<file path="src/hdl/dq_pkg.sv">
`default_nettype none

package dq_pkg;

   // Word and result field widths
   localparam int WordWidth     = 32;
   localparam int ActionWidth   = 3;
   localparam int StatusWidth   = 2;
   localparam int CountOutWidth = 11;

   // Action codes on the request channel
   localparam logic [ActionWidth-1:0] ACT_NONE       = 3'd0;
   localparam logic [ActionWidth-1:0] ACT_PUSH_FRONT = 3'd1;
   localparam logic [ActionWidth-1:0] ACT_PUSH_BACK  = 3'd2;
   localparam logic [ActionWidth-1:0] ACT_POP_FRONT  = 3'd3;
   localparam logic [ActionWidth-1:0] ACT_POP_BACK   = 3'd4;

   // Status codes on the response channel
   localparam logic [StatusWidth-1:0] ST_OK    = 2'd0;
   localparam logic [StatusWidth-1:0] ST_EMPTY = 2'd1;
   localparam logic [StatusWidth-1:0] ST_FULL  = 2'd2;

   // Operation that actually took effect (failed actions become OP_NONE)
   typedef enum logic [2:0] {
      OP_NONE,
      OP_PUSH_FRONT,
      OP_PUSH_BACK,
      OP_POP_FRONT,
      OP_POP_BACK
   } dq_op_type;

   typedef struct packed {
      dq_op_type               op;
      logic [StatusWidth-1:0]  status;
   } dq_ctrl_type;

   typedef struct packed {
      logic signed [WordWidth-1:0] popped_value;
      logic [StatusWidth-1:0]      status;
      logic [CountOutWidth-1:0]    element_count;
      logic                        is_empty;
      logic signed [WordWidth-1:0] front_value;
      logic signed [WordWidth-1:0] back_value;
   } dq_result_type;

endpackage

`default_nettype wire

</file>
<file path="src/hdl/dq_ptr.sv">
`default_nettype none

module dq_ptr #(
   parameter int Capacity = 1024,
   localparam int PtrWidth = $clog2(Capacity),
   localparam int CntWidth = $clog2(Capacity + 1)
) (
   input  logic                          clock,
   input  logic                          reset,
   input  logic                          accept,
   input  logic [dq_pkg::ActionWidth-1:0] action,
   input  logic signed [dq_pkg::WordWidth-1:0] push_value,
   output logic                          wr_en,
   output logic [PtrWidth-1:0]           wr_addr,
   output logic [PtrWidth-1:0]           rd_addr,
   output logic                          stage_valid,
   output dq_pkg::dq_ctrl_type           stage_ctrl,
   output logic signed [dq_pkg::WordWidth-1:0] stage_value,
   output logic [CntWidth-1:0]           stage_count
);

   import dq_pkg::*;

   localparam logic [PtrWidth-1:0] LastSlot  = PtrWidth'(Capacity - 1);
   localparam logic [CntWidth-1:0] FullCount = CntWidth'(Capacity);

   logic [PtrWidth-1:0] head_ff, head_in;
   logic [PtrWidth-1:0] tail_ff, tail_in;
   logic [CntWidth-1:0] count_ff, count_in;
   logic [PtrWidth-1:0] head_next, head_prev, tail_next, tail_prev, tail_prev2;
   dq_ctrl_type         ctrl_in;
   logic                write_req;

   logic                stage_valid_ff;
   dq_ctrl_type         stage_ctrl_ff;
   logic signed [WordWidth-1:0] stage_value_ff;
   logic [CntWidth-1:0] stage_count_ff;

   // Neighbor slots with wrap at the buffer ends
   always_comb begin
      head_next  = (head_ff == LastSlot) ? '0 : head_ff + PtrWidth'(1);
      head_prev  = (head_ff == '0) ? LastSlot : head_ff - PtrWidth'(1);
      tail_next  = (tail_ff == LastSlot) ? '0 : tail_ff + PtrWidth'(1);
      tail_prev  = (tail_ff == '0) ? LastSlot : tail_ff - PtrWidth'(1);
      tail_prev2 = (tail_prev == '0) ? LastSlot : tail_prev - PtrWidth'(1);
   end

   // Decode the action, move pointers, address the store
   always_comb begin
      head_in        = head_ff;
      tail_in        = tail_ff;
      count_in       = count_ff;
      ctrl_in.op     = OP_NONE;
      ctrl_in.status = ST_OK;
      write_req      = 1'b0;
      wr_addr        = tail_ff;
      rd_addr        = head_next;
      case (action)
         ACT_PUSH_FRONT: begin
            if (count_ff == FullCount) begin
               ctrl_in.status = ST_FULL;
            end else begin
               ctrl_in.op = OP_PUSH_FRONT;
               head_in    = head_prev;
               write_req  = 1'b1;
               wr_addr    = head_prev;
               count_in   = count_ff + CntWidth'(1);
            end
         end
         ACT_PUSH_BACK: begin
            if (count_ff == FullCount) begin
               ctrl_in.status = ST_FULL;
            end else begin
               ctrl_in.op = OP_PUSH_BACK;
               tail_in    = tail_next;
               write_req  = 1'b1;
               wr_addr    = tail_ff;
               count_in   = count_ff + CntWidth'(1);
            end
         end
         ACT_POP_FRONT: begin
            if (count_ff == '0) begin
               ctrl_in.status = ST_EMPTY;
            end else begin
               ctrl_in.op = OP_POP_FRONT;
               head_in    = head_next;
               rd_addr    = head_next;
               count_in   = count_ff - CntWidth'(1);
            end
         end
         ACT_POP_BACK: begin
            if (count_ff == '0) begin
               ctrl_in.status = ST_EMPTY;
            end else begin
               ctrl_in.op = OP_POP_BACK;
               tail_in    = tail_prev;
               rd_addr    = tail_prev2;
               count_in   = count_ff - CntWidth'(1);
            end
         end
         ACT_NONE: begin
            ctrl_in.op = OP_NONE;
         end
         default: begin
            ctrl_in.op = OP_NONE;
         end
      endcase
   end

   assign wr_en = write_req && accept;

   // Advance pointers and count on each accepted request
   always_ff @(posedge clock) begin
      if (reset) begin
         head_ff        <= '0;
         tail_ff        <= '0;
         count_ff       <= '0;
         stage_valid_ff <= 1'b0;
      end else begin
         stage_valid_ff <= accept;
         if (accept) begin
            head_ff  <= head_in;
            tail_ff  <= tail_in;
            count_ff <= count_in;
         end
      end
   end

   // Hold the decoded request for the end-word stage
   always_ff @(posedge clock) begin
      if (accept) begin
         stage_ctrl_ff  <= ctrl_in;
         stage_value_ff <= push_value;
         stage_count_ff <= count_in;
      end
   end

   assign stage_valid = stage_valid_ff;
   assign stage_ctrl  = stage_ctrl_ff;
   assign stage_value = stage_value_ff;
   assign stage_count = stage_count_ff;

   a_count_bound: assert property (@(posedge clock) disable iff (reset)
      count_ff <= FullCount)
      else $error("stored count above capacity");

   a_ptr_meet: assert property (@(posedge clock) disable iff (reset)
      (count_ff == '0 || count_ff == FullCount) |-> head_ff == tail_ff)
      else $error("pointers apart on empty or full buffer");

endmodule

`default_nettype wire

</file>
<file path="config.mk">
export PLATFORM = sky130hd
export DESIGN_NAME = dq_ptr
export DESIGN_NICKNAME = d
export VERILOG_FILES = /design/src/hdl/dq_pkg.sv /design/src/hdl/dq_ptr.sv
export SDC_FILE = /design/constraint.sdc
export NUM_CORES = 1
export LEC_CHECK = 0
export BUFFER_PORTS_ARGS = -buffer_cell sky130_fd_sc_hd__buf_2
export CORE_MARGIN = 4
export CORE_UTILIZATION = 30
export DETAILED_ROUTE_END_ITERATION = 7
export GPL_TIMING_DRIVEN = 0
export PLACE_DENSITY_LB_ADDON = 0.3
export SKIP_CTS_REPAIR_TIMING = 1
export SLEW_MARGIN = 10
export SYNTH_ARGS = -nofsm -noshare
export SYNTH_HDL_FRONTEND = slang
export SYNTH_SLANG_ARGS = --single-unit
</file>
<file path="constraint.sdc">
create_clock -name clock -period 2.34 [get_ports clock]
set_input_delay 0.234 -clock clock [delete_from_list [all_inputs] [get_ports clock]]
set_output_delay 0.234 -clock clock [all_outputs]
set_load 0.01 [all_outputs]
</file>
# Yosys cells after proc, flatten, opt, wreduce, memory -nomap -nowiden
# Cells that the tools add are included.
# W data, S select, Z words.
[classes]
n_eq_ne = 11
n_mux = 28
reduce_logical = 11
add_sub_neg = 7
[ops]
columns = ["cell", "n"]
rows = [
  ["$mux W10", 13],
  ["$pmux W10 S2", 2],
  ["$logic_not A10 Y1", 3],
  ["$sub A10 B1 Y10 const B", 3],
  ["$mux W11", 2],
  ["$pmux W11 S2", 1],
  ["$add A10 B1 Y10 const B", 2],
  ["$eq A10 B10 Y1 const B", 2],
  ["$pmux W3 S4", 1],
  ["$add A11 B1 Y11 const B", 1],
  ["$eq A11 B11 Y1 const B", 1],
  ["$logic_not A11 Y1", 1],
  ["$sub A11 B1 Y11 const B", 1],
  ["$ne A2 B2 Y1 const B", 4],
  ["$reduce_and A4 Y1", 2],
  ["$eq A3 B2 Y1 const B", 2],
  ["$mux W2", 3],
  ["$mux W1", 4],
  ["$pmux W2 S2", 1],
  ["$reduce_bool A2 Y1", 2],
  ["$reduce_or A2 Y1", 2],
  ["$eq A3 B1 Y1 const B", 1],
  ["$eq A3 B3 Y1 const B", 1],
  ["$mux W3", 1],
  ["$logic_and A1 B1 Y1", 1],
]
[word_totals]
input_bits = 38
output_inout_bits = 70
elab_cells = 65
regBits = 80

# Longest topological paths before layout
[depth]
ltp_word = 6
depth_mapped = 10
mapped_depth_nobuf = 8

# Least setup slack after synthesis
# Ideal clock, no wire load.
[synth_timing]
kind = "register -> output"
start = "reg tail_ff[0]"
end = "out rd_addr[4]"
path_buffers = 1
t_arrival_ns = 2.327
required_ns = 2.106
slack_ns = -0.221
path_stages_with_launch = 10
path_cell_list = "dfxtp_1 > buf_2 > inv_1 > ha_1 > nor3b_2 > mux2i_1 > nand4b_2 > nor4_4 > nor2_8 > a32oi_1"
[synth_via]
elab_chain_cells = 6
word_cells_on_any_way = 8
cone_classes = "add/sub: 2; mux: 4; reduce/logical: 2"
[synth_lines]
columns = ["element", "line_no", "source"]
rows = [
  ["from (decl)", "dq_ptr.sv:28", "logic [PtrWidth-1:0] tail_ff, tail_in;"],
  ["from (signal assigned)", "dq_ptr.sv:123", "tail_ff <= tail_in;"],
  ["$sub A10 B1 Y10 or $logic_not A10 Y1 (tied branches)", "dq_ptr.sv:44", "tail_prev = (tail_ff == '0) ? LastSlot : tail_ff - PtrWidth'(1);"],
  ["$mux W10 (*)", "dq_ptr.sv:44", ""],
  ["$sub A10 B1 Y10 or $logic_not A10 Y1 (tied branches)", "dq_ptr.sv:45", "tail_prev2 = (tail_prev == '0) ? LastSlot : tail_prev - PtrWidth'(1);"],
  ["$mux W10 (*)", "dq_ptr.sv:45", ""],
  ["$mux W10 (*)", "dq_ptr.sv:92", "if (count_ff == '0) begin"],
  ["$mux W10 (*)", "n/a", ""],
  ["to (decl)", "dq_ptr.sv:15", "output logic [PtrWidth-1:0] rd_addr,"],
]
# Mark *: on every way between the ends. The rest lies on a longest branch, timed or not.

# Worst setup path in the final report
[layout_timing]
start = "reg tail_ff[0]"
end = "out rd_addr[7]"
# The elaborated chain is that of the path after synthesis.

==> flow_summary.json <==
{
  "tritoncts": "built",
  "timing.max_cap.violations": 0,
  "power.static_leakage_nw": 2.85,
  "synthXorXnorAreaFrac_pct": 6.38,
  "synth.net_count": 616,
  "globalplace.congestion": 0.910,
  "outcome": "finished, violations left",
  "synthAdderAreaFrac_pct": 2.22,
  "synth_largest_area_cell": "edfxtp_1",
  "setup.worst_path.end_class": "output port",
  "portBuffers": 107,
  "grt_usage_pct": 15.2,
  "filler_cell_count": 1666,
  "clock_insertion_delay_worst_skew_ns": 0.35,
  "post_route_cells_drive_above_1_share_pct": 37.3,
  "wl_per_cell_um": 16.4,
  "timing.hold.worst.class": "input pin to flip-flop",
  "max-slew-margin-rel_pct": 48.2,
  "flow.area_growth_from_synthesis_pct": 37.1,
  "synth-seq-area-share_pct": 41.0,
  "seqCellArea_mm2": 0.00210,
  "cts.sinks": 80,
  "placementRows": 47,
  "clock_path_buffers": 2,
  "post_synth_and_or_nand_nor_area_fraction_pct": 24.9,
  "die_width_um": 138,
  "mostFrequentLayoutCell": "buf_2",
  "detailedPlacementHpwl_um": 10900,
  "avgSynthCellArea_um2": 8.93,
  "vias": 4927,
  "hold-path-cell-count": 1,
  "min_period_ns": 3.00,
  "global_route_wire_length_before_repair_um": 24100,
  "ffs_w_async_s_r_synth_pct": 0,
  "hold_slack_ns": 0.0584,
  "detail_route.first_pass.iterations": 5,
  "muxShareOfSynthArea_pct": 1.45,
  "initial_core_util_pct": 30.6,
  "timing.final.setup_violations": 20,
  "main_combinational_cell_family_by_area_after_synthesis": "simple AND/OR/NAND/NOR gates",
  "cts_inserted_buffers": 9,
  "ant_nets": 0,
  "netlist_area_mm2": 0.00508,
  "drc_violations_left": 0,
  "dieArea_mm2": 0.0191,
  "most-common-layout-cells": "buf_2, nor2_1, edfxtp_1",
  "design.core.area_mm2": 0.0166,
  "route.final.wire_length_um": 15500,
  "max_freq_mhz": 333,
  "stdcell_count": 947,
  "vdd_drop_max_mv": 0.450,
  "fp.dieH_um": 138,
  "timing.final.crit_share_pct": 128,
  "reg2reg_path_depth": 10,
  "nNetsFinal": 769,
  "worst-path-max-fanout": 6,
  "grt.overflow.total": 0,
  "clkTransAtPathRegs_ns": 0.06,
  "tightestPinTransition_ns": 0.776,
  "synth-edff-count": 48,
  "slew_violations": 0,
  "cp_data_required_time_ns": 2.11,
  "place_inst": 896,
  "grt_pass1_vias": 4562,
  "finalWorstSetupSlack_ns": -0.660,
  "synth_cell_type_count": 77,
  "pin_count": 108,
  "critical_path_arrival_ns": 2.77,
  "grt_start_max_net_pins": 52,
  "rsz0062_at_grt": "yes",
  "pwr_per_cell_area_mw_per_mm2": 631,
  "synth_top_area_share_pct": 28.4,
  "synth.top_cells.by_area": "edfxtp_1, dfxtp_1, nor2_1",
  "netlist_instances": 569,
  "worst_clock_skew_ns": 0.00506,
  "critical_path_class": "flip-flop to output port",
  "violations": "setup timing",
  "timing_hold_violations_final": 0,
  "post-layout-total-power_mw": 4.40,
  "clock_tree.htree_level_count": 3,
  "num_antenna_cells": 0,
  "initial_antenna_violation_count": 0,
  "synthFlopType": "edfxtp_1",
  "post-route-util_pct": 42.0,
  "synth_compound_area_share_pct": 18.8,
  "synth_seq_cells": 80,
  "detail_route.iter0.violations": 482,
  "vias_per_cell": 5.20,
  "multi_input_area_mm2": 0.00306,
  "critPathLaunchType": "flip-flop",
  "root_buffer": "clkbuf_16",
  "synth_warnings": 0
}
[path summary, 6_finish.rpt]
check | startpoint | endpoint | slack (ns)
setup / recovery | tail_ff[0] | rd_addr[7] | -0.66
hold / removal | push_value[9] | stage_value[9] | 0.06
setup reg to reg | tail_ff[0] | tail_ff[9] | 0.02
hold reg to reg | count_ff[0] | count_ff[0] | 0.56
[area by class of cell]
cell class / count / share of cell area [%]
plain buffers: 41 / 3.28
clock buffers: 10 / 3.28
clock inverters: 6 / 1.33
inverters: 15 / 1.13
multi-input cells: 428 / 43.8
flip-flops and latches: 80 / 30.2
well taps: 220 / 3.95
repair buffers: 147 / 13.0
[report_power, final]
| part | internal, mW | leakage, nW | switching (mW) |
|---|---|---|---|
| registers | 1.60 | 0.742 | 0.0482 |
| clock network | 0.942 | 0.150 | 0.596 |
| logic | 0.539 | 1.96 | 0.675 |
| total | 3.08 | 2.85 | 1.32 |
[cells by family after synthesis]
logic type,count (synthesis)
simple gates,231
xor+xnor,37
compound gates,143
buf+inv,62
fa+ha+maj,9
mux,7
flops,80
[worst max-delay path: stages, from the launching register on]
cell and delay (ns):
dfxtp_4 0.37, buf_8 0.14, inv_8 0.06, ha_4 0.13
or4b_4 0.49, or3_4 0.44, nand4b_4 0.14, nor2_2 0.06
xnor2_1 0.12, o31a_1 0.32, buf_2 0.16
[cells in the mapped netlist (9+ instances only)]
master and count:
a22oi_1 9, xnor2_1 26, xor2_1 11, nand2_1 53, a31oi_1 9, clkbuf_1 25
dfxtp_1 32, buf_2 18, a21oi_1 37, nand3_1 21, ha_1 9, edfxtp_1 48
nor2_1 63, o21ai_0 30, nor3_1 19, inv_1 14
[per-stage QoR]
step / cell area (µm²) / worst slack (ns) / setup TNS, ns
after floorplan: 5180 / -0.105 / -0.607
after global placement: 5990 / -0.771 / -25.85
after detailed placement: 5990 / -0.780 / -26.27
after CTS: 6310 / -1.16 / -29.21
after global routing: 6970 / -0.742 / -10.28
final: 6970 / -0.660 / -8.71
[layer usage]
metal	up-vias	wire [µm]	track usage, %
li1	2397	-	-
met5	-	0	0
met4	0	224	3.59
met1	2301	7350	21.8
met3	17	1120	4.18
met2	212	6860	23.0
[flip-flops by register name (all words and copies together), names as in the netlist]
| signal | cells |
|---|---|
| stage_value | 32 |
| count_ff | 11 |
| stage_count | 11 |
| head_ff | 10 |
| tail_ff | 10 |
| stage_ctrl | 5 |
| stage_valid | 1 |
Power figures use the tool's default switching activity.
