### config.mk
export PLATFORM = sky130hd
export DESIGN_NAME = dq_ends
export DESIGN_NICKNAME = d
export VERILOG_FILES = /design/src/hdl/dq_pkg.sv /design/src/hdl/dq_ends.sv
export SDC_FILE = /design/constraint.sdc
export NUM_CORES = 1
export LEC_CHECK = 0
export ABC_CLOCK_PERIOD_IN_PS = 5300
export BUFFER_PORTS_ARGS = -buffer_cell sky130_fd_sc_hd__buf_2
export CAP_MARGIN = 20
export CORE_ASPECT_RATIO = 1.2
export CORE_MARGIN = 2
export CORE_UTILIZATION = 45
export CTS_BUF_LIST = sky130_fd_sc_hd__clkbuf_4 sky130_fd_sc_hd__clkbuf_8
export CTS_CLUSTER_DIAMETER = 100
export CTS_CLUSTER_SIZE = 12
export DETAILED_ROUTE_END_ITERATION = 8
export HOLD_SLACK_MARGIN = 0.02
export PLACE_DENSITY_LB_ADDON = 0.15
export SYNTH_ARGS = -nofsm -noshare
export SYNTH_HDL_FRONTEND = slang
export SYNTH_SLANG_ARGS = --single-unit
### constraint.sdc
create_clock -name clock -period 5.3 [get_ports clock]
set_clock_uncertainty 0.15 [all_clocks]
set_input_delay 1.06 -clock clock [delete_from_list [all_inputs] [get_ports clock]]
set_output_delay 1.06 -clock clock [all_outputs]
set_load 0.01 [all_outputs]
### src/hdl/dq_pkg.sv
`default_nettype none

package dq_pkg;

   // Word and result field widths
   localparam int WordWidth     = 32;
   localparam int ActionWidth   = 3;
   localparam int StatusWidth   = 2;
   localparam int CountOutWidth = 11;

   // Action codes on the request channel
   localparam logic [ActionWidth-1:0] ACT_NONE       = 3'd0;
   localparam logic [ActionWidth-1:0] ACT_PUSH_FRONT = 3'd1;
   localparam logic [ActionWidth-1:0] ACT_PUSH_BACK  = 3'd2;
   localparam logic [ActionWidth-1:0] ACT_POP_FRONT  = 3'd3;
   localparam logic [ActionWidth-1:0] ACT_POP_BACK   = 3'd4;

   // Status codes on the response channel
   localparam logic [StatusWidth-1:0] ST_OK    = 2'd0;
   localparam logic [StatusWidth-1:0] ST_EMPTY = 2'd1;
   localparam logic [StatusWidth-1:0] ST_FULL  = 2'd2;

   // Operation that actually took effect (failed actions become OP_NONE)
   typedef enum logic [2:0] {
      OP_NONE,
      OP_PUSH_FRONT,
      OP_PUSH_BACK,
      OP_POP_FRONT,
      OP_POP_BACK
   } dq_op_type;

   typedef struct packed {
      dq_op_type               op;
      logic [StatusWidth-1:0]  status;
   } dq_ctrl_type;

   typedef struct packed {
      logic signed [WordWidth-1:0] popped_value;
      logic [StatusWidth-1:0]      status;
      logic [CountOutWidth-1:0]    element_count;
      logic                        is_empty;
      logic signed [WordWidth-1:0] front_value;
      logic signed [WordWidth-1:0] back_value;
   } dq_result_type;

endpackage

`default_nettype wire

### src/hdl/dq_ends.sv
`default_nettype none

module dq_ends #(
   parameter int Capacity = 1024,
   localparam int CntWidth = $clog2(Capacity + 1)
) (
   input  logic                          clock,
   input  logic                          reset,
   input  logic                          stage_valid,
   input  dq_pkg::dq_ctrl_type           stage_ctrl,
   input  logic signed [dq_pkg::WordWidth-1:0] stage_value,
   input  logic [CntWidth-1:0]           stage_count,
   input  logic [dq_pkg::WordWidth-1:0]  rd_data,
   output logic                          res_valid,
   output dq_pkg::dq_result_type         res_data
);

   import dq_pkg::*;

   logic signed [WordWidth-1:0] front_ff, front_in;
   logic signed [WordWidth-1:0] back_ff, back_in;
   logic signed [WordWidth-1:0] popped;
   logic                        left_none, left_one;

   assign left_none = (stage_count == '0);
   assign left_one  = (stage_count == CntWidth'(1));

   // Work out the new end words from the cached ends and the prefetched word
   always_comb begin
      front_in = front_ff;
      back_in  = back_ff;
      popped   = '0;
      case (stage_ctrl.op)
         OP_PUSH_FRONT: begin
            front_in = stage_value;
            if (left_one) begin
               back_in = stage_value;
            end
         end
         OP_PUSH_BACK: begin
            back_in = stage_value;
            if (left_one) begin
               front_in = stage_value;
            end
         end
         OP_POP_FRONT: begin
            popped = front_ff;
            if (left_none) begin
               front_in = '0;
               back_in  = '0;
            end else if (left_one) begin
               front_in = back_ff;
            end else begin
               front_in = $signed(rd_data);
            end
         end
         OP_POP_BACK: begin
            popped = back_ff;
            if (left_none) begin
               front_in = '0;
               back_in  = '0;
            end else if (left_one) begin
               back_in = front_ff;
            end else begin
               back_in = $signed(rd_data);
            end
         end
         default: begin
            popped = '0;
         end
      endcase
   end

   // Keep the end words cached
   always_ff @(posedge clock) begin
      if (reset) begin
         front_ff <= '0;
         back_ff  <= '0;
      end else if (stage_valid) begin
         front_ff <= front_in;
         back_ff  <= back_in;
      end
   end

   // Assemble the response
   always_comb begin
      res_data.popped_value  = popped;
      res_data.status        = stage_ctrl.status;
      res_data.element_count = CountOutWidth'(stage_count);
      res_data.is_empty      = left_none;
      res_data.front_value   = front_in;
      res_data.back_value    = back_in;
   end

   assign res_valid = stage_valid;

   a_empty_ends: assert property (@(posedge clock) disable iff (reset)
      (stage_valid && left_none) |=> (front_ff == '0 && back_ff == '0))
      else $error("end words not cleared on empty buffer");

endmodule

`default_nettype wire

Word-level counts from Yosys, hierarchy flattened:

Index checks and enable logic that the tools add are counted.

* register bits after elaboration: 64
* bits of input ports: 83
* output and inout bits: 111

* equality and inequality tests: 5
* multiplexer cells: 11
* reduce and logical (&&, ||, !) cells: 1

Operators with widths (count)
* $mux 32: 8
* $pmux 32 s4: 2
* $pmux 32 s2: 1
* $eq 11x1->1 const B: 1
* $logic_not 11->1: 1
* $eq 3x2->1 const B: 2
* $eq 3x1->1 const B: 1
* $eq 3x3->1 const B: 1

Depth between registers and ports, before layout:

Gate-level depths: netlist of run 1.

* word-level depth: 4
* depth in mapped cells: 8
* mapped depth without buffers: 5

Worst setup path before layout of run 1:

Ideal clock, no wire load.

* kind: input port to output port
* from: input stage_ctrl[4] (netlist bit)
* to: output res_data[32] (netlist bit)
* data arrival time: 2.558 ns
* path slack: 1.532 ns
* cell stages on the path: 8
* path buffers: 3
* cell sequence: nand2b_1 clkbuf_1 or2_2 buf_2 o32ai_2 buf_2 o2bb2ai_1 a21o_1

RTL lines
* start: declaration: RTL line dq_ends.sv:10 `input dq_pkg::dq_ctrl_type stage_ctrl,`
* end: declaration: RTL line dq_ends.sv:15 `output dq_pkg::dq_result_type res_data`

==> out/qor.yml, run 1 <==
status: "finished clean"
yosysTopAreaCell: "dfxtp_1"
drive_above_1_share_pct: 29.0
irDropWorstVdd_mv: 0.0926
antennaDiodeCount: 0
crit_slowest_cell: "and2_2"
cp_top_family: "simple AND/OR/NAND/NOR gates"
holdWs_ns: 0.411
fin_crit_ns: 4.68
critPathRequiredTime_ns: 4.09
grt_max_degree: 97
core_um2: 14300
synthFlopType: "dfxtp_1"
ys_warn_count: 0
dpl.hpwl_um: 15200
cts.sinks: 64
drt_iter0_markers: 1050
synth_edf_count: 0
rows: 48
finalHoldViolCount: 0
ys_ff_latch: 64
p_total_mw: 1.49
grt_pass1_wl_um: 40000
startpoint_type: "primary input"
worst_r2r_endpoint: "back_ff[11]"
die_x_um: 114
vias: 7931
max_stage_delay_ns: 0.58
fin_area_um2: 7560
worstMarginPinSlew_ns: 0.934
clkSlewWorstSetupHoldPaths_ns: 0.07
grt_setup_unrepaired: "no"
yosys.area_share.simple_pct: 9.38
clkLatencyLatePin_ns: 0.37
p_leak_nw: 3.26
port_buffers: 189
syn_inst: 859
fillers: 1447
synthMuxAreaShare_pct: 0
reg2regPathDepth: 5
grt_util_all_layers_pct: 32.1
synth_top_cell_area_share_pct: 19.6
synth_cell_types: 33
relSlewSlack_pct: 37.7
r2r_start: "back_ff[11]"
grt.overflow.total: 0
syn2layout_area_growth_pct: 15.9
highest_layer: "met4"
multi_input_area_um2: 4480
regArea_um2: 1280
wl_met2_um: 12100
report.final.setup_viol: 0
antenna_found_initial: 0
final_util_pct: 52.9
wl_met3_um: 2320
fin_nets: 1039
placed_cell_area_um2: 7390
crit_path_end_kind: "output port"
synth-adder-area-share_pct: 0
finalWirelength_um: 25800
cts_inserted_buffers: 9
p_per_area_nw_per_um2: 197
firstDrtPassIters: 6
synth_compound_area_share_pct: 58.3
pin_count: 194
synth_area_leaders: "dfxtp_1 (20%), a41oi_1 (8.6%), a211oi_1 (7.4%)"
syn_area_um2: 6530
fp.dieH_um: 136
grt_pass1_vias: 7563
critPathCapture: "res_data[48]"
hold_buffers: 0
initial_utilization_pct: 45.6
dieArea_um2: 15500
crit_path_start: "stage_ctrl[2]"
ys_seq_area_share_pct: 19.6
htreeDepth: 3
fmax_ghz: 0.214
max-cap-violations: 0
viasPerCell: 6.98
worstSetupPathType: "primary input to output port"
synth-xor-area-share_pct: 0.134
clockBufferDepth: 2
worstPathBufferInverterCount: 3
fin_setup_tns_ns: 0
hp-class: "register to register"
gp_congestion: 0.825
cts_resized: 0
crit_arrival_ns: 3.47
synth_top_family_by_area: "compound AO/OA/AOI/OAI gates"
r2r_setup_slack_ns: 3.72
synthArstFlopShare_pct: 0
final.period_utilization_pct: 88.2
path_depth: 8
cp_common_cell: "buf_2"
wl_per_cell_um: 22.7
drtAntennaViolNets: 0
drv_slew: 0
cts_tree: "done"
cp_cell_sequence: "buf_2 > nor2_1 > and2_2 > buf_4 > nand2_1 > o211ai_1 > a21o_1 > buf_2"
drc: 0
syn_nets: 942
wl_met1_um: 10400
synth.avg_cell_area_um2: 7.60
post_cts_buffers: 0
cts_root_buf: "clkbuf_8"
worst-path-max-fanout: 40
==> per-layer routing <==
layer	up-vias	track usage (%)
met5	-	0
met4	0	16.5
met3	75	4.55
met2	505	52.3
met1	3758	41.3
li1	3593	-
==> flip-flops by register name, indices dropped and copies added (netlist names) <==
register and cells:
front_ff 32, back_ff 32
==> metrics by stage <==
| step | setup slack, ns | instances |
|---|---|---|
| floorplan | 1.53 | 859 |
| global placement | 0.696 | 1120 |
| detailed placement | 0.668 | 1120 |
| CTS | 0.674 | 1136 |
| global route | 0.412 | 1136 |
| finish | 0.623 | 1136 |
==> power by group <==
part	switching, mW	internal [mW]
combinational	0.315	0.212
sequential	0.0386	0.509
clock	0.224	0.190
total	0.579	0.911
==> synth_stat cells (all sizes together) (2+ instances only) <==
cell,n
clkbuf,84
inv,68
nor2,68
a211oi,64
a41oi,64
dfxtp,64
o21ai,57
buf,43
o211ai,39
and2,34
o32ai,33
a21o,32
a21oi,32
a22o,32
a32o,32
o21a,32
o221a,32
o2bb2ai,32
nor4,3
nand2,2
nand2b,2
nand4,2
or2,2
==> worst min-delay path by stage <==
| stage | slack, ns | endpoint | depth (start not counted) | start |
|---|---|---|---|---|
| after floorplan | 0.37 | front_ff[0] | 1 | front_ff[0] |
| after global placement | 0.40 | front_ff[19] | 1 | front_ff[19] |
| after detailed placement | 0.39 | front_ff[11] | 1 | front_ff[11] |
| after CTS | 0.41 | front_ff[11] | 1 | front_ff[11] |
| after global routing | 0.43 | front_ff[11] | 1 | front_ff[11] |
| final | 0.41 | front_ff[11] | 1 | front_ff[11] |
==> cell type report <==
type / count / area share, %
multi-input cells: 600 / 59.3
inverters: 68 / 3.38
clock buffers: 12 / 2.02
flip-flops and latches: 64 / 16.9
clock inverters: 4 / 0.265
repair buffers: 213 / 15.2
well taps: 175 / 2.90
==> worst register-to-register path, cell delays in order (launching register included) <==
cell and delay [ns]:
dfxtp_1 0.43, inv_1 0.06, a41oi_1 0.16, a211oi_1 0.07
o32ai_1 0.42, o221a_2 0.24
==> cell families (layout without fill, tap and decap cells) <==
family | count (synthesis) | count (layout)
compound gates | 482 | 482
simple gates | 117 | 117
xor+xnor | 1 | 1
buf+inv | 195 | 297
flops | 64 | 64
==> cell usage in the layout, fill, tap and decap left out, types with 3 or more instances in the layout <==
cell	instances
inv_1	67
nor4_4	3
a21o_1	32
o32ai_1	32
o21ai_0	57
o211ai_1	39
nor2_1	65
dfxtp_1	64
a41oi_1	64
and2_1	32
clkinv_2	4
buf_2	189
o21a_1	32
o2bb2ai_1	32
a32o_1	32
buf_4	22
clkbuf_8	10
a21oi_1	32
a211oi_1	64
o221a_2	32
a22o_1	32
Power figures use the tool's default switching activity.
==> run 2: changes to the inputs <==
Settings changed: CORE_ASPECT_RATIO 1.2 to 0.8.
==> out/qor.yml, run 2 (synthesis results as in run 1) <==
status: "finished clean"
fin_setup_tns_ns: 0
cp_top_family: "simple AND/OR/NAND/NOR gates"
grt_setup_unrepaired: "no"
syn2layout_area_growth_pct: 17.0
dieArea_um2: 15500
final.period_utilization_pct: 84.0
rows: 39
cts_resized: 0
clockBufferDepth: 2
drt_iter0_markers: 841
grt_max_degree: 65
wl_per_cell_um: 22.4
cts_tree: "done"
finalNonFillerCells: 1150
grtUsageMet1_pct: 44.6
worstSetupPathType: "primary input to output port"
holdWs_ns: 0.417
dpl.hpwl_um: 15800
firstDrtPassIters: 5
max-cap-violations: 0
mostFrequentLayoutCells: "buf_2 (189), inv_1 (67), nor2_1 (65)"
p_leak_nw: 3.30
fp.dieH_um: 112
gr-usage-met2_pct: 48.2
p_total_mw: 1.55
worst-path-max-fanout: 27
p_per_area_nw_per_um2: 203
worstPathBufferInverterCount: 4
cts_inserted_buffers: 9
cp_cell_sequence: "buf_2 > nor4_4 > buf_4 > nand4_2 > buf_4 > nand2_1 > o211ai_1 > a21o_1 > buf_2"
worstMarginPinSlew_ns: 0.898
regArea_um2: 1280
vias: 7831
fin_nets: 1044
final_util_pct: 53.6
report.final.setup_viol: 0
finalHoldViolCount: 0
clkSlewWorstSetupHoldPaths_ns: 0.08
hold_buffers: 0
cts.sinks: 64
grt_pass1_vias: 7324
fillers: 1399
critPathRequiredTime_ns: 4.09
clkLatencyLatePin_ns: 0.36
cts_root_buf: "clkbuf_8"
viasPerCell: 6.81
port_buffers: 189
grt_pass1_wl_um: 40200
htreeDepth: 3
drive_above_1_share_pct: 29.4
layout_commonest_cell: "buf_2"
startpoint_type: "primary input"
pin_count: 194
drc: 0
finalWirelength_um: 25800
irDropWorstVdd_mv: 0.153
core_um2: 14200
grt.overflow.total: 0
drtAntennaViolNets: 0
hp-class: "register to register"
crit_arrival_ns: 3.24
multi_input_area_um2: 4480
relSlewSlack_pct: 40.0
max_stage_delay_ns: 0.39
gp_congestion: 0.831
initial_utilization_pct: 45.8
crit_path_end_kind: "output port"
use_met3_pct: 6.84
fin_crit_ns: 4.45
crit_slowest_cell: "nand2_1"
grt_util_all_layers_pct: 31.8
antenna_found_initial: 1
dp.cells: 1134
fmax_ghz: 0.225
die_x_um: 139
drv_slew: 0
reg_top3: "back_ff x32, front_ff x32"
post_cts_buffers: 0
grt_most_used_layer: "met2"
run 2: changes by cell type in the layout (fill, tap and decap cells not counted), moves of 2 or more:
cell      delta
clkinv_2     -2
buf_4        +6
clkbuf_4     -2
clkbuf_8     +2
run 2: path summary, 6_finish.rpt:
kind	end	startpoint	slack, ns	depth (start not counted)
max reg2reg	back_ff[6]	back_ff[6]	3.71	5
min	front_ff[19]	front_ff[19]	0.42	1
min reg2reg	front_ff[19]	front_ff[19]	0.42	1
max	res_data[61]	stage_count[6]	0.85	9
run 2: worst register-to-register path: cells and delay by family (launching register included):
family                 cells  cell delay [ns]
buffers and inverters      1             0.06
DFF                        1             0.44
AOI/OAI and AO/OA          4             0.90
run 2: through the flow:
step	instance area (µm²)	setup WS [ns]
after global placement	7430	0.908
final	7630	0.847
after detailed placement	7430	0.900
after CTS	7630	0.899
after floorplan	6530	1.53
after global routing	7630	0.737
run 2: report_power, final:
part / switching (mW) / internal [mW]
Clock: 0.215 / 0.252
Sequential: 0.0383 / 0.509
Combinational: 0.318 / 0.214
Total: 0.572 / 0.975
run 2: area by class of cell:
class                           count  area share, %
Tap cell                          184           3.02
Timing Repair Buffer              218           15.4
Inverter                           68           3.34
Sequential cell                    64           16.8
Clock inverter                      3          0.524
Multi-Input combinational cell    600           58.7
Antenna cell                        1         0.0328
Clock buffer                       12           2.16
run 2: per-layer routing:
layer,routed length (µm),up-vias,share of wire [%]
li1,-,3618,-
met4,419,0,1.6
met5,0,-,0
met1,10900,3650,42
met2,11500,526,45
met3,2860,37,11
