$ cat config.mk
export PLATFORM = sky130hd
export DESIGN_NAME = dq_rsp_fifo
export DESIGN_NICKNAME = d
export VERILOG_FILES = /design/src/hdl/dq_pkg.sv /design/src/hdl/dq_rsp_fifo.sv
export SDC_FILE = /design/constraint.sdc
export NUM_CORES = 1
export LEC_CHECK = 0
export ABC_AREA = 1
export BUFFER_PORTS_ARGS = -buffer_cell sky130_fd_sc_hd__buf_2
export CORE_ASPECT_RATIO = 1.5
export CORE_UTILIZATION = 35
export CTS_BUF_LIST = sky130_fd_sc_hd__clkbuf_4 sky130_fd_sc_hd__clkbuf_8 sky130_fd_sc_hd__clkbuf_16
export DETAILED_ROUTE_END_ITERATION = 8
export MAX_ROUTING_LAYER = met4
export PLACE_DENSITY = 0.58
export SETUP_SLACK_MARGIN = 0.5
export SYNTH_ARGS = -nofsm -noshare
export SYNTH_HDL_FRONTEND = slang
export SYNTH_SLANG_ARGS = --single-unit
$ cat constraint.sdc
create_clock -name clock -period 25.8 [get_ports clock]
set_clock_uncertainty 0.05 [all_clocks]
set_input_delay 0 -clock clock [delete_from_list [all_inputs] [get_ports clock]]
set_output_delay 0 -clock clock [all_outputs]
set_load 0.05 [all_outputs]
$ cat src/hdl/dq_pkg.sv
`default_nettype none

package dq_pkg;

   // Word and result field widths
   localparam int WordWidth     = 32;
   localparam int ActionWidth   = 3;
   localparam int StatusWidth   = 2;
   localparam int CountOutWidth = 11;

   // Action codes on the request channel
   localparam logic [ActionWidth-1:0] ACT_NONE       = 3'd0;
   localparam logic [ActionWidth-1:0] ACT_PUSH_FRONT = 3'd1;
   localparam logic [ActionWidth-1:0] ACT_PUSH_BACK  = 3'd2;
   localparam logic [ActionWidth-1:0] ACT_POP_FRONT  = 3'd3;
   localparam logic [ActionWidth-1:0] ACT_POP_BACK   = 3'd4;

   // Status codes on the response channel
   localparam logic [StatusWidth-1:0] ST_OK    = 2'd0;
   localparam logic [StatusWidth-1:0] ST_EMPTY = 2'd1;
   localparam logic [StatusWidth-1:0] ST_FULL  = 2'd2;

   // Operation that actually took effect (failed actions become OP_NONE)
   typedef enum logic [2:0] {
      OP_NONE,
      OP_PUSH_FRONT,
      OP_PUSH_BACK,
      OP_POP_FRONT,
      OP_POP_BACK
   } dq_op_type;

   typedef struct packed {
      dq_op_type               op;
      logic [StatusWidth-1:0]  status;
   } dq_ctrl_type;

   typedef struct packed {
      logic signed [WordWidth-1:0] popped_value;
      logic [StatusWidth-1:0]      status;
      logic [CountOutWidth-1:0]    element_count;
      logic                        is_empty;
      logic signed [WordWidth-1:0] front_value;
      logic signed [WordWidth-1:0] back_value;
   } dq_result_type;

endpackage

`default_nettype wire

$ cat src/hdl/dq_rsp_fifo.sv
`default_nettype none

module dq_rsp_fifo (
   input  logic                  clock,
   input  logic                  reset,
   input  logic                  in_valid,
   input  dq_pkg::dq_result_type in_data,
   input  logic                  pending,
   output logic                  room,
   output logic                  out_valid,
   input  logic                  out_ready,
   output dq_pkg::dq_result_type out_data
);

   import dq_pkg::*;

   // One slot per response that can be in flight behind a stalled consumer
   localparam int Slots = 3;

   dq_result_type slot_ff [Slots];
   logic [1:0]    wr_idx_ff, rd_idx_ff, count_ff;
   logic          wr_en, rd_en;

   assign wr_en = in_valid;
   assign rd_en = out_valid && out_ready;

   // Advance indexes and fill level
   always_ff @(posedge clock) begin
      if (reset) begin
         wr_idx_ff <= '0;
         rd_idx_ff <= '0;
         count_ff  <= '0;
      end else begin
         if (wr_en) begin
            wr_idx_ff <= (wr_idx_ff == 2'(Slots - 1)) ? '0 : wr_idx_ff + 2'd1;
         end
         if (rd_en) begin
            rd_idx_ff <= (rd_idx_ff == 2'(Slots - 1)) ? '0 : rd_idx_ff + 2'd1;
         end
         count_ff <= count_ff + 2'(wr_en) - 2'(rd_en);
      end
   end

   // Store the response
   always_ff @(posedge clock) begin
      if (wr_en) begin
         slot_ff[wr_idx_ff] <= in_data;
      end
   end

   assign out_valid = (count_ff != '0);
   assign out_data  = slot_ff[rd_idx_ff];
   assign room      = (3'(count_ff) + 3'(pending)) < 3'(Slots);

   a_no_overflow: assert property (@(posedge clock) disable iff (reset)
      wr_en |-> count_ff != 2'(Slots))
      else $error("response written into full buffer");

endmodule

`default_nettype wire

; ---- Word level (Yosys, flattened, before mapping)
; Memories as Yosys holds them, arrays and structs flattened. A register that Yosys moved wholly into a read port is not among the register bits.
; Cells that the tools add are included.
[word_totals]
ram_bits = 330
in_bits = 115
mem_bits_ro = 0
register_bits = 6
output_inout_bits = 112
elab_cells = 20
latchBits = 0
n_memories = 1
[classes]
div = 0
n_reduce_logical = 2
n_eq_ne = 2
bitwise = 0
order_cmp = 1
n_addsub = 5
mux = 6
n_shift = 0
n_mul = 0
[mem_list]
columns = memory, words, width, read_ports, rd_ports_with_merged_regs, write_ports, line
row1 = slot_ff, 3, 110, 1, 1, 1, dq_rsp_fifo.sv:20  ; dq_result_type slot_ff [Slots];
[ops]
columns = op, n
row1 = $mux 2, 4
row2 = $add 2x1->2 const B, 2
row3 = $eq 2x2->1 const B, 2
row4 = $add 2x1->3, 1
row5 = $lt 3x2->1 const B, 1
row6 = $add 2x1->2, 1
row7 = $mux 1, 2
row8 = $reduce_bool 2->1, 1
row9 = $sub 2x1->2, 1
row10 = $logic_and 1x1->1, 1

; ---- Depth between registers and ports, before layout
; Gate-level depths: netlist of the first run.
[logic_depth]
depth_word = 4
depth_mapped = 7

; ---- Least setup slack after synthesis of the first run
; Ideal clock, no wire load.
[synth_path]
kind = register to register
from = register wr_idx_ff[1]
to = memory slot_ff[2][0] in the netlist's numbering, enable pin
arrival_time_ps = 7808
path_slack_ps = 17229
stages_incl_launch_ff = 3
synth_period_minus_slack_ps = 8571
cell_sequence = dfxtp_1 -> inv_1 -> nor3_1
[synth_rtl]
columns = item, line
row1 = "start, declared", dq_rsp_fifo.sv:21  ; logic [1:0] wr_idx_ff, rd_idx_ff, count_ff;
row2 = "start signal, assigned", dq_rsp_fifo.sv:35  ; wr_idx_ff <= (wr_idx_ff == 2'(Slots - 1)) ? '0 : wr_idx_ff + 2'd1;
row3 = "end, declared", dq_rsp_fifo.sv:20
; Straight into the memory's write port.

==> flow_metrics.tcl, run 1 <==
set metrics [dict create \
    outcome "finished clean" \
    multi_input_area_um2 2100 \
    cts_tree "yes" \
    finalCritPeriodShare 0.1220 \
    synth_compound_area_frac 0.09038 \
    cts_made_buffers 34 \
    crit_slowest_cell "buf_4" \
    grt.busiest_layer "met2" \
    cts_root_buf "clkbuf_16" \
    first_pass_iters 5 \
    synth.area.mux_share 0 \
    die_h_um 233.8 \
    antenna_found_initial 5 \
    grt_pass1_vias 8136 \
    routabilityCongestion 0.7671 \
    synth-simple-area-share 0.07362 \
    rows 84 \
    crit_family "buffers and inverters" \
    setup.worst_path.end_class "output pin" \
    setup-tns-final_ns 0 \
    path_buf_inv 3 \
    ys_seq_area_frac 0.8029 \
    grt_util_met2 0.3133 \
    die_x_um 156.6 \
    start_util 0.3562 \
    min-delay-start "in_data[0]" \
    place_ws_ns 23.07 \
    grt-ovfl-total 0 \
    viasPerCell 4.755 \
    final_cell_mix "330 x edfxtp_1, 226 x buf_2, 224 x a21oi_1" \
    rsz0062_at_grt "no" \
    drc_errors 0 \
    core-area_um2 35210 \
    power_density_nw_per_um2 83.84 \
    io_buffer_count 226 \
    synth_warnings 0 \
    ir_worst_vdd_v 0.00005959 \
    required_ns 25.75 \
    dp_hpwl_mm 16.85 \
    drtIter0Drc 423 \
    ys_ff_latch 338 \
    syn_area_um2 12540 \
    final_max_slew_viol_count 0 \
    grt_pass1_wl_mm 44.31 \
    synth.avg_cell_area_um2 14.40 \
    post_route_cells_drive_above_1_share 0.2382 \
    clkLatencyLatePin_ns 0.50 \
    worstMarginPinSlew_ns 0.9143 \
    avgRoutedWirePerCell_um 17.96 \
    final-setup-viol-count 0 \
    synth.distinct_cells 17 \
    syn_inst 871 \
    crit_fanout 61 \
    vias 8122 \
    clock.fmax_ghz 0.3177 \
    power.leakage_nw 6.119 \
    h-tree-depth 2 \
    fillerInstances 3114 \
    whs_ns 0.1764 \
    grt_util_met1 0.1724 \
    area_growth_pct 29.88 \
    r2r_start "wr_idx_ff[1]$_SDFFE_PP0P_" \
    setup_slack_ns 22.65 \
    synthAdderAreaFrac 0.002993 \
    post_cts_buffers 0 \
    synth_top_family_by_area "compound AO/OA/AOI/OAI gates" \
    criticalPathCategory "reg -> out" \
    cts_sinks 338 \
    cts_buffer_depth 3 \
    dieArea_um2 36610 \
    final_common_cell "edfxtp_1" \
    grt_use_total 0.1677 \
    ioPinCount 227 \
    clkTransAtPathRegs_ns 0.06 \
    cp.arrival_ns 3.10 \
    routed_wl_mm 30.68 \
    post-route-min-period_ns 3.148 \
    antenna_left 0 \
    critPathMaxStageDelay_ns 0.74 \
    grt_start_max_net_pins 72 \
    syn_nets 989 \
    drv_cap 0 \
    crit_chain "inv_4 -> buf_4 -> nor2_1 -> a21oi_1 -> buf_2" \
    finalHoldViolCount 0 \
    met3_usage 0.02994 \
    final-seq-area_um2 10080 \
    fin_nets 1325 \
    worst_hold_path_type "in -> reg" \
    slew_headroom 0.3905 \
    cp-start-kind "flop" \
    cts_resized 0 \
    synth-xor-area-share 0 \
]
[synthesized netlist by cell type (all sizes together)]
cell type	instances	area [um2]
ha	3	37.54
o21a	1	7.510
a21oi	224	1121
clkbuf	1	3.750
inv	12	45.05
dfxtp	8	160.2
nand2	119	446.7
buf	47	329.1
nor3	1	5.000
o21ai	1	5.000
nand3	5	25.02
nor2	119	446.7
edfxtp	330	9910
[cell families (layout without fill, tap and decap cells)]
family	after synthesis	in the layout
adders and majority gates	3	3
buffers and inverters	60	419
other	0	5
and+or+nand+nor	244	244
DFF	338	338
AOI/OAI and AO/OA	226	226
[registers in the layout, indices dropped and copies added (netlist names), named ones only]
| register | count |
|---|---|
| count_ff | 2 |
| rd_idx_ff | 2 |
| slot_ff | 330 |
| wr_idx_ff | 2 |
[area by class of cell]
cell class | instances | share of cell area
diodes | 5 | 0.0007681
clock buffers | 43 | 0.05961
clock inverters | 16 | 0.009217
inverters | 12 | 0.003380
multi-input cells | 473 | 0.1289
flip-flops and latches | 338 | 0.6186
well taps | 473 | 0.03633
repair buffers | 348 | 0.1432
[worst register-to-register path, stage by stage (launching register included)]
cell	delay, ns
dfxtp_1	0.35
inv_1	0.07
nor3_2	0.14
buf_4	0.62
buf_4	0.88
[metal layers]
metal / wire length, um / vias up
li1: - / 3847
met1: 11970 / 4024
met2: 16650 / 198
met3: 1249 / 53
met4: 820 / 0
met5: 0 / -
[through the flow]
| step | total power, W | utilization | cells | cell area (um2) |
|---|---|---|---|---|
| floorplan | 0.0008129 | - | 871 | 12540 |
| global placement | 0.0008717 | 0.3980 | 1530 | 14010 |
| detailed placement | 0.0008744 | 0.3980 | 1530 | 14010 |
| CTS | 0.001381 | 0.4623 | 1703 | 16280 |
| global route | 0.001415 | 0.4627 | 1708 | 16290 |
| finish | 0.001366 | 0.4627 | 1708 | 16290 |
[power by group]
part	internal [W]	total [W]	switching (W)	leakage, nW
Sequential	0.000629	0.000640	0.0000102	3.12
Combinational	0.0000576	0.000235	0.000177	2.44
Clock	0.000296	0.000491	0.000195	0.561
[final timing paths]
check,endpoint,slack (ns),cells after the start
hold / removal,slot_ff[0][0]$_DFFE_PP_,0.18,2
setup reg to reg,slot_ff[2][0]$_DFFE_PP_,23.26,4
hold reg to reg,wr_idx_ff[1]$_SDFFE_PP0P_,0.44,2
setup / recovery,out_data[10],22.65,5
[what timing repair did]
item / CTS / global route
setup endpoints to repair: 0 / 0
endpoints found under the hold margin: 338 / 0
hold buffers: 114 / 0
Note: power is estimated with default switching activity, not from simulation.
==> run 2: changes to the inputs <==
PLACE_DENSITY = 0.6   (was 0.58)
clock period = 2.71 ns   (was 25.8 ns; I/O delays follow)
==> flow_metrics.tcl, run 2 (same netlist as run 1, synthesis figures left out) <==
set metrics [dict create \
    largest_reg_flops 330 \
    cts_root_buf "clkbuf_16" \
    final-setup-viol-count 0 \
    post_route_cells_drive_above_1_share 0.2423 \
    multi_input_area_um2 2106 \
    routabilityCongestion 0.7186 \
    dpl_cell_area_um2 14170 \
    final-seq-area_um2 10080 \
    h-tree-depth 1 \
    drc_errors 0 \
    die_h_um 233.8 \
    top_register "slot_ff" \
    antenna_left 0 \
    fin_nets 1330 \
    grt_use_total 0.1670 \
    die_x_um 156.6 \
    core-area_um2 35210 \
    final_common_cell "edfxtp_1" \
    cp.arrival_ns 2.04 \
    grt_pass1_wl_mm 44.56 \
    final_area_um2 16320 \
    cp-start-kind "flop" \
    ioPinCount 227 \
    setup.worst_path.end_class "output pin" \
    rsz0062_at_grt "yes" \
    fillerInstances 3135 \
    required_ns 2.66 \
    finalCritPeriodShare 0.7728 \
    start_util 0.3562 \
    power.leakage_nw 6.105 \
    cts_buffer_depth 3 \
    routed_wl_mm 30.18 \
    finalHoldViolCount 0 \
    clkLatencyLatePin_ns 0.55 \
    slew_headroom 0.5355 \
    grt_pass1_vias 8191 \
    final_max_slew_viol_count 0 \
    crit_fanout 58 \
    dp_hpwl_mm 16.18 \
    cts_sinks 338 \
    grt_start_max_net_pins 111 \
    antenna_found_initial 4 \
    final_cell_mix "330 x edfxtp_1, 225 x buf_2, 224 x a21oi_1" \
    rows 84 \
    ir_worst_vdd_v 0.0005713 \
    post-route-min-period_ns 2.094 \
    cts_tree "yes" \
    viasPerCell 4.751 \
    total_power_w 0.01239 \
    clkTransAtPathRegs_ns 0.07 \
    criticalPathCategory "reg -> out" \
    outcome "finished clean" \
    drv_cap 0 \
    first_pass_iters 4 \
    dieArea_um2 36610 \
    power_density_nw_per_um2 759.0 \
    worstMarginPinSlew_ns 0.6968 \
    grt-ovfl-total 0 \
    clock.fmax_ghz 0.4775 \
    vias 8110 \
    cts_made_buffers 31 \
    avgRoutedWirePerCell_um 17.68 \
    area_growth_pct 30.15 \
    worst_hold_path_type "in -> reg" \
    drtIter0Drc 457 \
    io_buffer_count 226 \
]
## run 2: cell types whose count changed in the layout (fill, tap and decap cells not counted), sizes merged
cell         delta
buf             +6
clkbuf          -6
clkinvlp        +3
bufinv          -2
clkinv          -1
diode           -1
dlygate4sd3     +1
inv             -1
## run 2: final cells by class
class,instances,share of cell area
timing repair buffer,356,0.1571
multi-input combinational,473,0.1290
tap,473,0.03626
clock inverter,15,0.006209
sequential,338,0.6175
antenna,4,0.0006132
inverter,12,0.003526
clock buffer,36,0.04982
## run 2: critical path, cell delays in order, from the launching register on
cell and delay, ns:
dfxtp_4 0.43, inv_4 0.13, buf_16 0.25, nand2_1 0.09
a21oi_1 0.24, buf_2 0.31
## run 2: report_power, final
group / internal (W) / switching (W) / leakage (nW)
clock network: 0.00222 / 0.00179 / 0.461
registers: 0.00599 / 0.0000636 / 3.12
logic: 0.000596 / 0.00173 / 2.52
## run 2: repair_timing
| item | 4_1_cts | 5_1_grt |
|---|---|---|
| hold endpoints to repair | 338 | 0 |
| hold buffers | 115 | 0 |
| gates cloned | 1 | 0 |
| setup buffers | 2 | 0 |
| endpoints found under the setup margin | 85 | 27 |
| resized for setup | 2 | 4 |
## run 2: worst paths after layout
kind | start | end | slack [ns] | depth (start not counted)
max reg2reg | count_ff[1]$_SDFF_PP0_ | count_ff[0]$_SDFF_PP0_ | 0.99 | 6
min | in_data[0] | slot_ff[2][0]$_DFFE_PP_ | 0.13 | 2
max | flop | out_data[45] | 0.62 | 5
min reg2reg | wr_idx_ff[1]$_SDFFE_PP0P_ | wr_idx_ff[1]$_SDFFE_PP0P_ | 0.44 | 2
## run 2: per-layer routing
| layer | wire length, um | share of wire | GRT usage | vias up |
|---|---|---|---|---|
| li1 | - | - | - | 3844 |
| met5 | 0 | 0 | - | - |
| met4 | 911 | 0.030 | 0.06036 | 0 |
| met2 | 16040 | 0.53 | 0.3090 | 247 |
| met3 | 1521 | 0.050 | 0.02532 | 52 |
| met1 | 11710 | 0.39 | 0.1788 | 3967 |
## run 2: through the flow
step                  util  cells  TNS (ns)  hold slack [ns]  setup WS [ns]
floorplan                -    871    -82.92          0.01165        -0.7538
global placement    0.4024   1534         0           0.1484         0.8809
detailed placement  0.4024   1534         0           0.1529         0.8734
CTS                 0.4631   1703         0          0.09274         0.5053
global route        0.4636   1707         0           0.1162         0.4865
finish              0.4636   1707         0           0.1329         0.6157
==> run 3: changes to the inputs <==
PLACE_DENSITY = 0.58   (was 0.6)
clock period = 2 ns   (was 2.71 ns; I/O delays follow)
==> flow_metrics.tcl, run 3 (same netlist as run 1, synthesis figures left out) <==
set metrics [dict create \
    crit_chain "buf_12 -> clkinv_16 -> buf_12 -> buf_16 -> nand2_1 -> a21oi_2 -> buf_6" \
    avgRoutedWirePerCell_um 21.10 \
    setup.worst_path.end_class "output pin" \
    clkTransAtPathRegs_ns 0.06 \
    grt_start_max_net_pins 70 \
    finalCritPeriodShare 0.9352 \
    rows 84 \
    cp.arrival_ns 1.82 \
    rsz0062_at_grt "yes" \
    vias 8679 \
    drtIter0Drc 484 \
    dp_hpwl_mm 17.64 \
    critPathMostFrequentCell "buf_12" \
    cts_buffer_depth 3 \
    die_x_um 156.6 \
    first_pass_iters 5 \
    cts_sinks 338 \
    path_buf_inv 5 \
    area_growth_pct 54.16 \
    fillerInstances 2823 \
    h-tree-depth 2 \
    finalHoldViolCount 0 \
    viasPerCell 4.887 \
    routed_wl_mm 37.47 \
    grt_pass1_wl_mm 49.38 \
    grt_pass1_vias 8363 \
    ioPinCount 227 \
    crit_family "buffers and inverters" \
    final-setup-viol-count 0 \
    setup-tns-final_ns 0 \
    die_h_um 233.8 \
    worst_hold_path_type "in -> reg" \
    post-route-min-period_ns 1.870 \
    post_route_cells_drive_above_1_share 0.4308 \
    grt-ovfl-total 0 \
    critPathMaxStageDelay_ns 0.36 \
    grt_use_total 0.1897 \
    drv_cap 0 \
    cts_tree "yes" \
    io_buffer_count 226 \
    drc_errors 0 \
    whs_ns 0.1725 \
    ir_worst_vdd_v 0.0006591 \
    largest_reg_flops 330 \
    slew_headroom 0.7974 \
    clkLatencyLatePin_ns 0.51 \
    required_ns 1.95 \
    dieArea_um2 36610 \
    place_ws_ns 0.3973 \
    crit_slowest_cell "dfxtp_4" \
    core-area_um2 35210 \
    outcome "finished clean" \
    crit_fanout 9 \
    fin_nets 1397 \
    power_density_nw_per_um2 1006 \
    cp-start-kind "flop" \
    power.leakage_nw 7.149 \
    final_max_slew_viol_count 0 \
    final_cell_mix "330 x edfxtp_1, 116 x buf_6, 115 x buf_2" \
    top_register "slot_ff" \
    routabilityCongestion 0.7338 \
    antenna_found_initial 3 \
    cts_made_buffers 34 \
    antenna_left 0 \
    worstMarginPinSlew_ns 0.3039 \
    criticalPathCategory "reg -> out" \
    cts_root_buf "clkbuf_16" \
    setup_slack_ns 0.1296 \
    start_util 0.3562 \
    final_common_cell "edfxtp_1" \
    clock.fmax_ghz 0.5346 \
]
## run 3: cell type report
class / count / area (um2) / area share
inverters: 12 / 105.1 / 0.005436
repair inverters: 3 / 62.56 / 0.003236
well taps: 473 / 591.8 / 0.03061
clock inverters: 17 / 237.7 / 0.01230
multi-input cells: 473 / 2898 / 0.1499
diodes: 3 / 7.507 / 0.0003883
repair buffers: 417 / 4402 / 0.2277
flip-flops and latches: 338 / 10080 / 0.5215
clock buffers: 40 / 948.4 / 0.04905
## run 3: worst reg2reg max path: stages (launching register included)
cell        delay [ns]
dfxtp_2           0.34
nor2_1            0.09
nand2_1           0.12
clkinvlp_4        0.19
buf_12            0.26
## run 3: worst paths after layout
check | startpoint | end | slack [ns] | depth (start not counted)
setup / recovery | flop | out_data[20] | 0.13 | 7
hold reg to reg | rd_idx_ff[1]$_SDFFE_PP0P_ | rd_idx_ff[1]$_SDFFE_PP0P_ | 0.44 | 2
hold / removal | in_data[9] | slot_ff[2][9]$_DFFE_PP_ | 0.17 | 2
setup reg to reg | wr_idx_ff[0]$_SDFFE_PP0P_ | slot_ff[0][52]$_DFFE_PP_ | 0.56 | 4
## run 3: layer usage
layer | share of wire | routed length (um) | GRT usage | vias up
li1 | - | - | - | 4015
met1 | 0.40 | 14920 | 0.2270 | 4346
met2 | 0.53 | 19870 | 0.3252 | 263
met3 | 0.050 | 1867 | 0.03400 | 55
met4 | 0.022 | 813 | 0.05699 | 0
met5 | 0 | 0 | - | -
## run 3: power breakdown
group	switching, W	internal (W)	total, W
Sequential	0.0000911	0.00812	0.00821
Combinational	0.00281	0.00171	0.00452
Clock	0.00258	0.00415	0.00673
Total	0.00548	0.0140	0.0195
## run 3: stage by stage
stage	util	instances	total power [W]	instance area [um2]
6_report	0.5491	1776	0.01946	19330
5_1_grt	0.5491	1776	0.02009	19330
4_1_cts	0.5125	1744	0.01906	18040
3_5_place_dp	0.4173	1540	0.01156	14690
3_3_place_gp	0.4173	1540	0.01154	14690
2_1_floorplan	-	871	0.01069	12980
## run 3: timing repair
action | CTS | global route
setup buffers | 20 | 11
pin swaps | 6 | 23
hold endpoints to repair | 338 | 0
gates resized for setup | 164 | 243
hold buffers | 114 | 0
setup endpoints to repair | 227 | 350
cloned | 13 | 18
